**src/rtl/rcd_pkg.sv**
```systemverilog
`default_nettype none
package rcd_pkg;

    // Fixed widths of the data words, primes, configuration words and index
    localparam int DATA_WIDTH  = 64;
    localparam int PRIME_WIDTH = 32;
    localparam int CFG_WIDTH   = 32;
    localparam int CFG_IDX_W   = 2;

    // Configuration register indexes
    localparam logic [CFG_IDX_W-1:0] CFG_PRIME_P  = 2'd0;
    localparam logic [CFG_IDX_W-1:0] CFG_PRIME_Q  = 2'd1;
    localparam logic [CFG_IDX_W-1:0] CFG_PUB_EXP  = 2'd2;

    // Reset values of the configuration registers
    localparam logic [CFG_WIDTH-1:0] RST_PRIME_P = 32'd137;
    localparam logic [CFG_WIDTH-1:0] RST_PRIME_Q = 32'd131;
    localparam logic [CFG_WIDTH-1:0] RST_PUB_EXP = 32'd3;

endpackage
`default_nettype wire

```
**src/rtl/rcd_div.sv**
```systemverilog
`default_nettype none
module rcd_div
    import rcd_pkg::*;
#(
    parameter int NUM_W = DATA_WIDTH,
    parameter int DEN_W = PRIME_WIDTH
) (
    input  wire logic             aclk,
    input  wire logic             aresetn,
    input  wire logic             start,
    input  wire logic [NUM_W-1:0] num,
    input  wire logic [DEN_W-1:0] den,
    output logic                  done,
    output logic      [NUM_W-1:0] quo,
    output logic      [DEN_W-1:0] rem
);

    localparam int CNT_W = $clog2(NUM_W);

    logic             run_reg, run_next;
    logic             done_reg, done_next;
    logic [CNT_W-1:0] cnt_reg, cnt_next;
    logic [NUM_W-1:0] sh_reg, sh_next;
    logic [DEN_W-1:0] rem_reg, rem_next;
    logic [DEN_W-1:0] den_reg, den_next;
    logic [DEN_W:0]   trial;
    logic             fits;

    // One restoring step: bring down the next dividend bit, subtract if it fits
    always_comb begin
        trial = {rem_reg, sh_reg[NUM_W-1]};
        fits  = (trial >= {1'b0, den_reg});
    end

    always_comb begin
        run_next  = run_reg;
        done_next = 1'b0;
        cnt_next  = cnt_reg;
        sh_next   = sh_reg;
        rem_next  = rem_reg;
        den_next  = den_reg;
        if (start) begin
            run_next = 1'b1;
            cnt_next = CNT_W'(NUM_W - 1);
            sh_next  = num;
            rem_next = '0;
            den_next = den;
        end else if (run_reg) begin
            rem_next = fits ? DEN_W'(trial - {1'b0, den_reg}) : trial[DEN_W-1:0];
            sh_next  = {sh_reg[NUM_W-2:0], fits};
            if (cnt_reg == '0) begin
                run_next  = 1'b0;
                done_next = 1'b1;
            end else begin
                cnt_next = cnt_reg - 1'b1;
            end
        end
    end

    always_ff @(posedge aclk) begin
        if (!aresetn) begin
            run_reg  <= 1'b0;
            done_reg <= 1'b0;
        end else begin
            run_reg  <= run_next;
            done_reg <= done_next;
        end
        cnt_reg <= cnt_next;
        sh_reg  <= sh_next;
        rem_reg <= rem_next;
        den_reg <= den_next;
    end

    assign done = done_reg;
    assign quo  = sh_reg;
    assign rem  = rem_reg;

endmodule
`default_nettype wire

```
**src/rtl/rsa_crt_decrypt.sv**
```systemverilog
`default_nettype none
// RSA decryption by the Chinese remainder theorem.
// Configuration: write prime_p (index 0), prime_q (1) and public_exponent (2)
// through cfg_we/cfg_index/cfg_wdata while the block is idle; writes take
// effect at once. Reset loads p=137, q=131, e=3.
// Input: s_ciphertext with s_valid/s_ready. s_ready is high only while the
// sequencer is idle; one request is worked on at a time.
// Output: m_plaintext with m_valid/m_ready, held in an output register, so
// a new request is taken while the previous result waits for the receiver.
// A finished result waits in the sequencer until the output register frees.
// All divisions run through one bit-serial divider (one dividend bit per
// cycle) and all products through one registered multiplier. A request
// passes through three modular inversions by extended Euclid, the two
// exponentiations mod p and mod q, and the CRT recombination.
// Reset clears the sequencer and the output valid; no clearing pass.
module rsa_crt_decrypt
    import rcd_pkg::*;
#(
    parameter int PRIME_WIDTH = rcd_pkg::PRIME_WIDTH
) (
    input  wire logic                  aclk,
    input  wire logic                  aresetn,
    input  wire logic                  cfg_we,
    input  wire logic [CFG_IDX_W-1:0]  cfg_index,
    input  wire logic [CFG_WIDTH-1:0]  cfg_wdata,
    input  wire logic                  s_valid,
    output logic                       s_ready,
    input  wire logic [DATA_WIDTH-1:0] s_ciphertext,
    output logic                       m_valid,
    input  wire logic                  m_ready,
    output logic      [DATA_WIDTH-1:0] m_plaintext
);

    localparam int W  = PRIME_WIDTH;
    localparam int MW = 2 * W + 2;
    localparam int SW = 5;

    localparam logic [SW-1:0] S_IDLE     = 5'd0;
    localparam logic [SW-1:0] S_INV_CHK  = 5'd1;
    localparam logic [SW-1:0] S_INV_QUOT = 5'd2;
    localparam logic [SW-1:0] S_INV_UPD  = 5'd3;
    localparam logic [SW-1:0] S_DIV_GO   = 5'd4;
    localparam logic [SW-1:0] S_DIV_WAIT = 5'd5;
    localparam logic [SW-1:0] S_POW_INIT = 5'd6;
    localparam logic [SW-1:0] S_POW_BASE = 5'd7;
    localparam logic [SW-1:0] S_POW_BIT  = 5'd8;
    localparam logic [SW-1:0] S_POW_AMUL = 5'd9;
    localparam logic [SW-1:0] S_POW_ACC  = 5'd10;
    localparam logic [SW-1:0] S_POW_SMUL = 5'd11;
    localparam logic [SW-1:0] S_POW_SQ   = 5'd12;
    localparam logic [SW-1:0] S_CRT_RED  = 5'd13;
    localparam logic [SW-1:0] S_CRT_DIFF = 5'd14;
    localparam logic [SW-1:0] S_CRT_HMUL = 5'd15;
    localparam logic [SW-1:0] S_CRT_HDIV = 5'd16;
    localparam logic [SW-1:0] S_CRT_H    = 5'd17;
    localparam logic [SW-1:0] S_CRT_HQ   = 5'd18;
    localparam logic [SW-1:0] S_CRT_OUT  = 5'd19;

    logic [W-1:0] p_reg, q_reg, e_reg;
    logic [W-1:0] pm1, qm1;

    logic [SW-1:0] state_reg, state_next, ret_reg, ret_next;
    logic [DATA_WIDTH-1:0] c_reg, c_next;
    logic [1:0]   isel_reg, isel_next;
    logic         psel_reg, psel_next;
    logic [W-1:0] ra_reg, ra_next, rb_reg, rb_next, binv_reg, binv_next;
    logic [W:0]   s0_reg, s0_next, s1_reg, s1_next;
    logic [W-1:0] qinv_reg, qinv_next, dp_reg, dp_next, dq_reg, dq_next;
    logic [W-1:0] mod_reg, mod_next, ex_reg, ex_next;
    logic [W-1:0] acc_reg, acc_next, b_reg, b_next;
    logic [W-1:0] m1_reg, m1_next, m2_reg, m2_next;
    logic [W-1:0] d_reg, d_next, h_reg, h_next;
    logic [DATA_WIDTH-1:0] num_reg, num_next;
    logic [W-1:0] den_reg, den_next;
    logic [MW-1:0] mul_reg;
    logic signed [W:0] ma, mb;
    logic signed [MW-1:0] mul_next;
    logic         ov_reg, ov_next;
    logic [DATA_WIDTH-1:0] out_reg, out_next;
    logic [W-1:0] inv_res, qred;
    logic [W:0]   dsum;

    logic                  div_done;
    logic [DATA_WIDTH-1:0] div_quo;
    logic [W-1:0]          div_rem;

    // Shared divider
    rcd_div #(
        .NUM_W (DATA_WIDTH),
        .DEN_W (W)
    ) u_div (
        .aclk    (aclk),
        .aresetn (aresetn),
        .start   (state_reg == S_DIV_GO),
        .num     (num_reg),
        .den     (den_reg),
        .done    (div_done),
        .quo     (div_quo),
        .rem     (div_rem)
    );

    assign pm1 = (p_reg == '0) ? '0 : p_reg - 1'b1;
    assign qm1 = (q_reg == '0) ? '0 : q_reg - 1'b1;

    // Lift a negative Bezout coefficient by the modulus
    assign inv_res = s0_reg[W] ? s0_reg[W-1:0] + binv_reg : s0_reg[W-1:0];
    // Reduce qinv by one conditional subtraction of p
    assign qred = (qinv_reg >= p_reg) ? qinv_reg - p_reg : qinv_reg;
    assign dsum = {1'b0, m1_reg} + {1'b0, p_reg} - {1'b0, div_rem};

    // Select multiplier operands
    always_comb begin
        ma = '0;
        mb = '0;
        unique case (state_reg)
            S_INV_QUOT: begin
                ma = $signed({1'b0, div_quo[W-1:0]});
                mb = $signed(s1_reg);
            end
            S_POW_BIT: begin
                ma = $signed({1'b0, ex_reg[0] ? acc_reg : b_reg});
                mb = $signed({1'b0, b_reg});
            end
            S_POW_ACC: begin
                ma = $signed({1'b0, b_reg});
                mb = $signed({1'b0, b_reg});
            end
            S_CRT_HMUL: begin
                ma = $signed({1'b0, qred});
                mb = $signed({1'b0, d_reg});
            end
            // Keep h*q in the product register while the result waits
            S_CRT_HQ, S_CRT_OUT: begin
                ma = $signed({1'b0, h_reg});
                mb = $signed({1'b0, q_reg});
            end
            default: begin
                ma = '0;
                mb = '0;
            end
        endcase
        mul_next = MW'(ma * mb);
    end

    // Sequencer
    always_comb begin
        state_next = state_reg;
        ret_next   = ret_reg;
        c_next     = c_reg;
        isel_next  = isel_reg;
        psel_next  = psel_reg;
        ra_next    = ra_reg;
        rb_next    = rb_reg;
        binv_next  = binv_reg;
        s0_next    = s0_reg;
        s1_next    = s1_reg;
        qinv_next  = qinv_reg;
        dp_next    = dp_reg;
        dq_next    = dq_reg;
        mod_next   = mod_reg;
        ex_next    = ex_reg;
        acc_next   = acc_reg;
        b_next     = b_reg;
        m1_next    = m1_reg;
        m2_next    = m2_reg;
        d_next     = d_reg;
        h_next     = h_reg;
        num_next   = num_reg;
        den_next   = den_reg;
        ov_next    = ov_reg;
        out_next   = out_reg;

        // Drop the output valid once taken
        if (m_ready) begin
            ov_next = 1'b0;
        end

        unique case (state_reg)
            S_IDLE: begin
                if (s_valid) begin
                    c_next     = s_ciphertext;
                    isel_next  = 2'd0;
                    ra_next    = q_reg;
                    rb_next    = p_reg;
                    binv_next  = p_reg;
                    s0_next    = (W+1)'(1);
                    s1_next    = '0;
                    state_next = S_INV_CHK;
                end
            end
            S_INV_CHK: begin
                if (rb_reg == '0) begin
                    // Store the inverse and load the next one, or start the exponentiations after the third
                    s0_next = (W+1)'(1);
                    s1_next = '0;
                    ra_next = e_reg;
                    unique case (isel_reg)
                        2'd0: begin
                            qinv_next = inv_res;
                            rb_next   = pm1;
                            binv_next = pm1;
                            isel_next = 2'd1;
                        end
                        2'd1: begin
                            dp_next   = inv_res;
                            rb_next   = qm1;
                            binv_next = qm1;
                            isel_next = 2'd2;
                        end
                        default: begin
                            dq_next    = inv_res;
                            psel_next  = 1'b0;
                            state_next = S_POW_INIT;
                        end
                    endcase
                end else begin
                    num_next   = DATA_WIDTH'(ra_reg);
                    den_next   = rb_reg;
                    ret_next   = S_INV_QUOT;
                    state_next = S_DIV_GO;
                end
            end
            S_INV_QUOT: begin
                ra_next    = rb_reg;
                rb_next    = div_rem;
                state_next = S_INV_UPD;
            end
            S_INV_UPD: begin
                s0_next    = s1_reg;
                s1_next    = s0_reg - mul_reg[W:0];
                state_next = S_INV_CHK;
            end
            S_DIV_GO: begin
                state_next = S_DIV_WAIT;
            end
            S_DIV_WAIT: begin
                if (div_done) begin
                    state_next = ret_reg;
                end
            end
            S_POW_INIT: begin
                mod_next = psel_reg ? q_reg : p_reg;
                ex_next  = psel_reg ? dq_reg : dp_reg;
                if ((psel_reg ? q_reg : p_reg) == '0) begin
                    acc_next   = '0;
                    ex_next    = '0;
                    state_next = S_POW_BIT;
                end else begin
                    acc_next   = ((psel_reg ? q_reg : p_reg) == W'(1)) ? '0 : W'(1);
                    num_next   = c_reg;
                    den_next   = psel_reg ? q_reg : p_reg;
                    ret_next   = S_POW_BASE;
                    state_next = S_DIV_GO;
                end
            end
            S_POW_BASE: begin
                b_next     = div_rem;
                state_next = S_POW_BIT;
            end
            S_POW_BIT: begin
                if (ex_reg == '0) begin
                    if (psel_reg) begin
                        m2_next    = acc_reg;
                        state_next = S_CRT_RED;
                    end else begin
                        m1_next    = acc_reg;
                        psel_next  = 1'b1;
                        state_next = S_POW_INIT;
                    end
                end else if (ex_reg[0]) begin
                    state_next = S_POW_AMUL;
                end else begin
                    state_next = S_POW_SMUL;
                end
            end
            S_POW_AMUL: begin
                num_next   = DATA_WIDTH'(mul_reg[2*W-1:0]);
                den_next   = mod_reg;
                ret_next   = S_POW_ACC;
                state_next = S_DIV_GO;
            end
            S_POW_ACC: begin
                acc_next   = div_rem;
                state_next = S_POW_SMUL;
            end
            S_POW_SMUL: begin
                num_next   = DATA_WIDTH'(mul_reg[2*W-1:0]);
                den_next   = mod_reg;
                ret_next   = S_POW_SQ;
                state_next = S_DIV_GO;
            end
            S_POW_SQ: begin
                b_next     = div_rem;
                ex_next    = ex_reg >> 1;
                state_next = S_POW_BIT;
            end
            S_CRT_RED: begin
                if (p_reg == '0) begin
                    h_next     = '0;
                    state_next = S_CRT_HQ;
                end else begin
                    num_next   = DATA_WIDTH'(m2_reg);
                    den_next   = p_reg;
                    ret_next   = S_CRT_DIFF;
                    state_next = S_DIV_GO;
                end
            end
            S_CRT_DIFF: begin
                d_next     = (dsum >= {1'b0, p_reg}) ? W'(dsum - {1'b0, p_reg})
                                                     : dsum[W-1:0];
                state_next = S_CRT_HMUL;
            end
            S_CRT_HMUL: begin
                state_next = S_CRT_HDIV;
            end
            S_CRT_HDIV: begin
                num_next   = DATA_WIDTH'(mul_reg[2*W-1:0]);
                den_next   = p_reg;
                ret_next   = S_CRT_H;
                state_next = S_DIV_GO;
            end
            S_CRT_H: begin
                h_next     = div_rem;
                state_next = S_CRT_HQ;
            end
            S_CRT_HQ: begin
                state_next = S_CRT_OUT;
            end
            S_CRT_OUT: begin
                // Hold until the output register is free
                if (!ov_reg || m_ready) begin
                    out_next   = DATA_WIDTH'(m2_reg) + DATA_WIDTH'(mul_reg[2*W-1:0]);
                    ov_next    = 1'b1;
                    state_next = S_IDLE;
                end
            end
            default: begin
                state_next = S_IDLE;
            end
        endcase
    end

    // Configuration registers
    always_ff @(posedge aclk) begin
        if (!aresetn) begin
            p_reg <= W'(RST_PRIME_P);
            q_reg <= W'(RST_PRIME_Q);
            e_reg <= W'(RST_PUB_EXP);
        end else if (cfg_we) begin
            unique case (cfg_index)
                CFG_PRIME_P: p_reg <= W'(cfg_wdata);
                CFG_PRIME_Q: q_reg <= W'(cfg_wdata);
                CFG_PUB_EXP: e_reg <= W'(cfg_wdata);
                default:     p_reg <= p_reg;
            endcase
        end
    end

    always_ff @(posedge aclk) begin
        if (!aresetn) begin
            state_reg <= S_IDLE;
            ov_reg    <= 1'b0;
        end else begin
            state_reg <= state_next;
            ov_reg    <= ov_next;
        end
        ret_reg  <= ret_next;
        c_reg    <= c_next;
        isel_reg <= isel_next;
        psel_reg <= psel_next;
        ra_reg   <= ra_next;
        rb_reg   <= rb_next;
        binv_reg <= binv_next;
        s0_reg   <= s0_next;
        s1_reg   <= s1_next;
        qinv_reg <= qinv_next;
        dp_reg   <= dp_next;
        dq_reg   <= dq_next;
        mod_reg  <= mod_next;
        ex_reg   <= ex_next;
        acc_reg  <= acc_next;
        b_reg    <= b_next;
        m1_reg   <= m1_next;
        m2_reg   <= m2_next;
        d_reg    <= d_next;
        h_reg    <= h_next;
        num_reg  <= num_next;
        den_reg  <= den_next;
        mul_reg  <= mul_next;
        out_reg  <= out_next;
    end

    assign s_ready     = (state_reg == S_IDLE);
    assign m_valid     = ov_reg;
    assign m_plaintext = out_reg;

endmodule
`default_nettype wire

```
**config.mk**
```make
export PLATFORM = sky130hd
export DESIGN_NAME = rsa_crt_decrypt
export DESIGN_NICKNAME = d
export VERILOG_FILES = /design/src/rtl/rcd_pkg.sv /design/src/rtl/rcd_div.sv /design/src/rtl/rsa_crt_decrypt.sv
export SDC_FILE = /design/constraint.sdc
export NUM_CORES = 2
export LEC_CHECK = 0
export BUFFER_PORTS_ARGS = -buffer_cell sky130_fd_sc_hd__buf_4
export CORE_MARGIN = 2
export CORE_UTILIZATION = 35
export CTS_CLUSTER_DIAMETER = 60
export CTS_CLUSTER_SIZE = 12
export DETAILED_ROUTE_END_ITERATION = 8
export PLACE_DENSITY = 0.54
export REMOVE_ABC_BUFFERS = 1
export SLEW_MARGIN = 20
export SYNTH_ARGS = -nofsm -noshare
export SYNTH_HDL_FRONTEND = slang
export SYNTH_SLANG_ARGS = --single-unit
export TNS_END_PERCENT = 100
```
**constraint.sdc**
```tcl
create_clock -name aclk -period 21.4 [get_ports aclk]
set_clock_uncertainty 0.1 [all_clocks]
set_input_delay 2.14 -clock aclk [delete_from_list [all_inputs] [get_ports aclk]]
set_output_delay 2.14 -clock aclk [all_outputs]
set_load 0.05 [all_outputs]
```
After elaboration in Yosys (flattened, before gate mapping)
Cells that the tools add are included.

word-level totals
  register bits after elaboration = 1,048
  bits in latches = 0
  bits in writable memories = 0
  bits in read-only memories = 0
  input port bits = 103
  output and inout bits = 66
  logic and storage cells = 212
  memories = 0

operators by class
  add/sub/neg operators = 11
  $mul = 1
  divide/modulo/power cells = 0
  $lt $le $gt $ge = 3
  equality and inequality tests = 35
  shifts and indexed selects = 0
  mux-type cells = 72
  bitwise gates (word level) = 5
  reductions and logical operators = 50

operators with widths
  cell                   count
  $mux 32                18
  $mux 64                5
  $pmux 32 s2            5
  $pmux 32 s5            2
  $pmux 64 s4            1
  $pmux 33 s3            2
  $pmux 32 s3            2
  $logic_not 32->1       5
  $mux 33                4
  $pmux 33 s4            1
  $sub 32x32->32         3
  $pmux 5 s17            1
  $ge 33x32->1           2
  $add 32x64->64         1
  $mul 33x33->64         1
  $sub 32x1->32 const B  2
  $mux 5                 10
  $eq 5x4->1 const B     8
  $add 32x32->33         1
  $sub 33x32->33         1
  $sub 33x33->33         1
  $add 32x32->32         1
  $eq 32x1->1 const B    1
  $ge 32x32->1           1
  other kinds (33)       98

Depth between registers and ports, before layout
  depth after elaboration = 5
  depth in mapped cells = 44
  mapped depth without buffers = 40

By module
A second synthesis with hierarchy kept.

unflattened totals
  cell total of the unflattened synthesis = 8,985
  area, all modules = 89,024.1 um2

by module, submodules not included
  module           times used  cells each  area each (um2)  seq. area each (um2)
  rsa_crt_decrypt  1           8,376       81,893.5         25,724.7
  rcd_div          1           609         7,130.6          3,683.5

Worst setup path before layout
Ideal clock, no wire load.

  kind = register -> register
  start = register p_reg[13]
  end = register mul_reg[59]
  library setup time = 0.120 ns
  data arrival time = 9.771 ns
  data required time = 21.180 ns
  setup slack = 11.409 ns
  cell stages (with the launch flop) = 38
  path buffers = 3
  period minus slack after synthesis = 9.991 ns
  cells stage by stage = dfxtp_1 clkbuf_1 inv_1 ha_1 and3_1 a31oi_1 o221ai_1 a21oi_1 a31oi_2 a211oi_4 buf_6 mux2_2 a221oi_4 buf_2 nor2_1 fa_1 inv_1 fa_1 [... 2 more ...] fa_1 fa_1 fa_1 fa_1 inv_1 fa_1 inv_1 ha_1 a21o_1 a21o_1 a21o_1 or4_1 o21ai_0 and3_1 o31ai_1 a31oi_1 o21ai_0 xnor2_1

on the way
  longest elaborated chain between the ends = 4
  elaborated cells between the ends (all ways) = 5
  those cells by class = add/sub: 1; mul: 1; order compare: 1; mux: 2

ends and longest elaborated chain
  element                                                line                    RTL
  from (decl)                                            rsa_crt_decrypt.sv:59   logic [W-1:0] p_reg, q_reg, e_reg;
  from (signal assigned)                                 rsa_crt_decrypt.sv:346  p_reg <= W'(RST_PRIME_P);
  from (signal assigned)                                 rsa_crt_decrypt.sv:351  CFG_PRIME_P: p_reg <= W'(cfg_wdata);
  from (signal assigned)                                 rsa_crt_decrypt.sv:354  default: p_reg <= p_reg;
  $sub 32x32->32 / $ge 32x32->1 (equally long branches)  rsa_crt_decrypt.sv:108  assign qred = (qinv_reg >= p_reg) ? qinv_reg - p_reg : qinv_reg;
  $mux 32 *                                              rsa_crt_decrypt.sv:108
  $pmux 32 s5 *                                          rsa_crt_decrypt.sv:115  unique case (state_reg)
  $mul 33x33->64 *                                       rsa_crt_decrypt.sv:142  mul_next = MW'(ma * mb);
  named net mul_next[59]                                 rsa_crt_decrypt.sv:77   logic signed [MW-1:0] mul_next;
  to (signal assigned)                                   rsa_crt_decrypt.sv:389  mul_reg <= mul_next;
  to (decl)                                              rsa_crt_decrypt.sv:75   logic [MW-1:0] mul_reg;

Mark *: on every way through the listed nets, which the timed path passes. The rest lies on a longest branch.
A chain may end at the register's enable or synchronous reset.

Worst setup path after layout
  start = register p_reg[13]
  end = register mul_reg[60]

The elaborated chain is that of the path after synthesis.

==> run_results.csv <==
group,metric,value,unit
clock_network,postCtsSetupBuffers,0,
floorplanning,die_area,0.2596,mm^2
worst_setup_path,critical_path_arrival,12.99,ns
global_routing,grt_pass1_vias,69770,
worst_setup_path,crit_required,22.00,ns
power,max-vdd-ir-drop,100.4,uV
worst_setup_path,cp-start-kind,"register",
flow_run,cap_violations,0,
worst_setup_path,critPathLaunch,"p_reg[13]$_SDFFE_PN0P_",
clock_network,cts_hold_buf,0,
timing,hold_violations,0,
logic_synthesis,syn_avg_cell_area,9.714,um^2
floorplanning,ios,169,
timing,period_needed,12.38,ns
global_routing,antenna_found_initial,28,
logic_synthesis,yosys_warnings,0,
global_routing,grt_pass1_wl,498500,um
layout,area_delta_synth_final,10.27,%
route,ant_nets,0,
worst_setup_path,crit_family,"compound AO/OA/AOI/OAI gates",
timing,clock.fmax,80.75,MHz
logic_synthesis,ys_ff_latch,1048,
timing,grt_setup_unrepaired,"false",
worst_setup_path,cp_common_cell,"fa_1",
layout,fillerInstances,25250,
floorplanning,row_count,185,
timing,worst_slew_pin_slew,1.245,ns
timing,fin_crit_sh,0.5787,
layout,final_nets,10810,
route,route.vias.total,70240,
logic_synthesis,synthArstFlopShare,0,
worst_setup_path,slowest_delay,1.00,ns
route,drtPass1Iterations,9,
route,vias_per_cell,5.532,
timing,fin_hold_ws,0.2383,ns
global_routing,grt_use_total,0.2662,
route,drt_iter0_drc,7823,
clock_network,clock_latency,0.87,ns
route,wirelength,349800,um
outcome,status,"finished clean",
logic_synthesis,synth_ff_type,"edfxtp_1",
worst_hold_path,holdCritStartpoint,"den_reg[19]$_DFFE_PP_",
route,avgRoutedWirePerCell,27.55,um
timing,slew_headroom,0.1676,
worst_setup_path,path_class,"register to register",
logic_synthesis,synth.distinct_cells,102,
floorplanning,fp.dieH,509.6,um
power,p_leak,41.36,nW
clock_network,clock_path_buffers,3,
logic_synthesis,synth_area,0.08946,mm^2
layout,layout-drive-gt1-share,0.07446,
worst_setup_path,timing.rr.start,"p_reg[13]$_SDFFE_PN0P_",
worst_setup_path,ff2ff_setup_slack,9.02,ns
power,power.density,96.90,mW/mm^2
route,drc_errors,0,
worst_setup_path,cp_slowest_cell,"a221oi_4",
timing,setup_violations,0,
floorplanning,coreArea,0.2542,mm^2
clock_network,cts_tree,"yes",
worst_setup_path,cp_num_buf_inv,8,
global_routing,grt_max_degree,105,
worst_setup_path,r2r-end,"mul_reg[60]$_DFF_P_",
layout,instances_no_fill,12700,
logic_synthesis,synthCells,9209,
worst_setup_path,cp_max_fo,37,
clock_network,cts-resized-gates,0,
logic_synthesis,ys_seq_area_frac,0.3287,
clock_network,clock-sinks,1048,
clock_network,clk_pin_slew_worst_paths,0.06,ns
place,placedCellCount,12470,
floorplanning,initial_core_util,0.3520,
clock_network,cts-buffers-inserted,119,
timing,final-max-slew-violation-count,0,
worst_hold_path,holdPathEnd,"u_div.den_reg[19]$_DFFE_PP_",
worst_setup_path,end_kind,"register",
floorplanning,die_w,509.6,um
place,gp_congestion,0.9876,
place,dpl.hpwl,272600,um
logic_synthesis,synth_edf_count,842,
global_routing,overflow,0,
place,numPortBuffers,168,
timing,tns,0,ns
worst_hold_path,hp-class,"register to register",
clock_network,clock-root-buffer,"clkbuf_16",
worst_hold_path,whs_path_depth,0,
clock_network,htree_levels,3,
worst_setup_path,ff2ff_path_depth,37,
Yosys cell counts (all sizes together), types with 44 or more instances:
library cell / n / area, um^2
o221ai: 52 / 455.4
a22oi: 116 / 870.8
nand2b: 53 / 331.6
o21ai: 253 / 1300
nor3: 89 / 450.4
dfxtp: 206 / 4124
buf: 162 / 825.8
a21o: 129 / 968.4
mux2i: 44 / 440.4
nor4: 50 / 327.8
xor2: 117 / 1025
and3: 75 / 469.2
nor2: 831 / 3124
nand2: 1456 / 5465
edfxtp: 842 / 25280
a21boi: 106 / 795.8
xnor2: 212 / 1857
inv: 1283 / 4816
a31oi: 79 / 506.7
and2: 136 / 850.8
nor2b: 59 / 369.1
nand4: 47 / 294.0
o31ai: 59 / 473.0
a21oi: 336 / 1719
clkbuf: 300 / 1127
fa: 966 / 19340
o21a: 51 / 382.9
ha: 518 / 6481
a222oi: 44 / 440.4
nand3: 105 / 525.5
kinds of logic after synthesis:
logic type / synth area share
AND/OR/NAND/NOR: 0.1446
adder cells (fa/ha/maj): 0.2886
buffers and inverters: 0.07571
AO/OA/AOI/OAI: 0.1215
XOR/XNOR: 0.03221
multiplexers: 0.008616
flip-flops: 0.3287
per-layer routing:
metal / vias up / wire (um) / GRT usage
met1: 35450 / 147600 / 0.3691
met3: 574 / 37360 / 0.06366
met4: 16 / 17500 / 0.1154
li1: 30640 / - / -
met2: 3564 / 147300 / 0.3952
met5: - / 105 / 0
per-stage QoR:
stage	area [um^2]	utilization	setup slack, ns	power, mW
2_1_floorplan	87500	-	7.040	5.688
3_3_place_gp	94640	0.3724	9.034	7.346
3_5_place_dp	94680	0.3725	9.173	7.380
4_1_cts	98580	0.3879	9.111	9.501
5_1_grt	98620	0.3880	8.519	9.980
6_report	98640	0.3881	9.016	9.558
area by class of cell:
class,instances,area (um^2),share of cell area
diodes,9,22.52,0.0002283
clock buffers,174,3299,0.03345
clock inverters,46,598.1,0.006063
inverters,1284,4826,0.04892
multi-input cells,6415,53590,0.5433
flip-flops and latches,1048,29410,0.2981
well taps,3366,4212,0.04270
repair buffers,354,2685,0.02722
cell usage in the layout (no fill, tap or decap), types with 100 or more instances in the layout:
| cell type | count |
|---|---|
| a21boi_0 | 102 |
| and2_1 | 134 |
| buf_4 | 350 |
| fa_1 | 966 |
| a21o_1 | 129 |
| nand3_1 | 100 |
| a21oi_1 | 328 |
| a22oi_1 | 116 |
| ha_1 | 518 |
| clkbuf_16 | 123 |
| o21ai_0 | 224 |
| dfxtp_1 | 206 |
| xor2_1 | 117 |
| xnor2_1 | 212 |
| nand2_1 | 1455 |
| edfxtp_1 | 842 |
| nor2_1 | 811 |
| inv_1 | 1280 |
worst max path at each step:
| stage | endpoint | cells after the start | slack, ns |
|---|---|---|---|
| CTS | mul_reg[63]$_DFF_P_ | 35 | 9.11 |
| global route | mul_reg[60]$_DFF_P_ | 37 | 8.52 |
| global placement | mul_reg[63]$_DFF_P_ | 37 | 9.03 |
| detailed placement | mul_reg[63]$_DFF_P_ | 35 | 9.17 |
| floorplan | mul_reg[59]$_DFF_P_ | 32 | 7.04 |
| finish | mul_reg[60]$_DFF_P_ | 37 | 9.02 |
power breakdown:
group          leakage (nW)  total (mW)  switching [mW]  internal, mW
registers              9.68        3.27           0.349          2.92
logic                  29.8        4.19            2.84          1.35
clock network          1.86        2.09           0.949          1.14
Power figures use the tool's default switching activity.
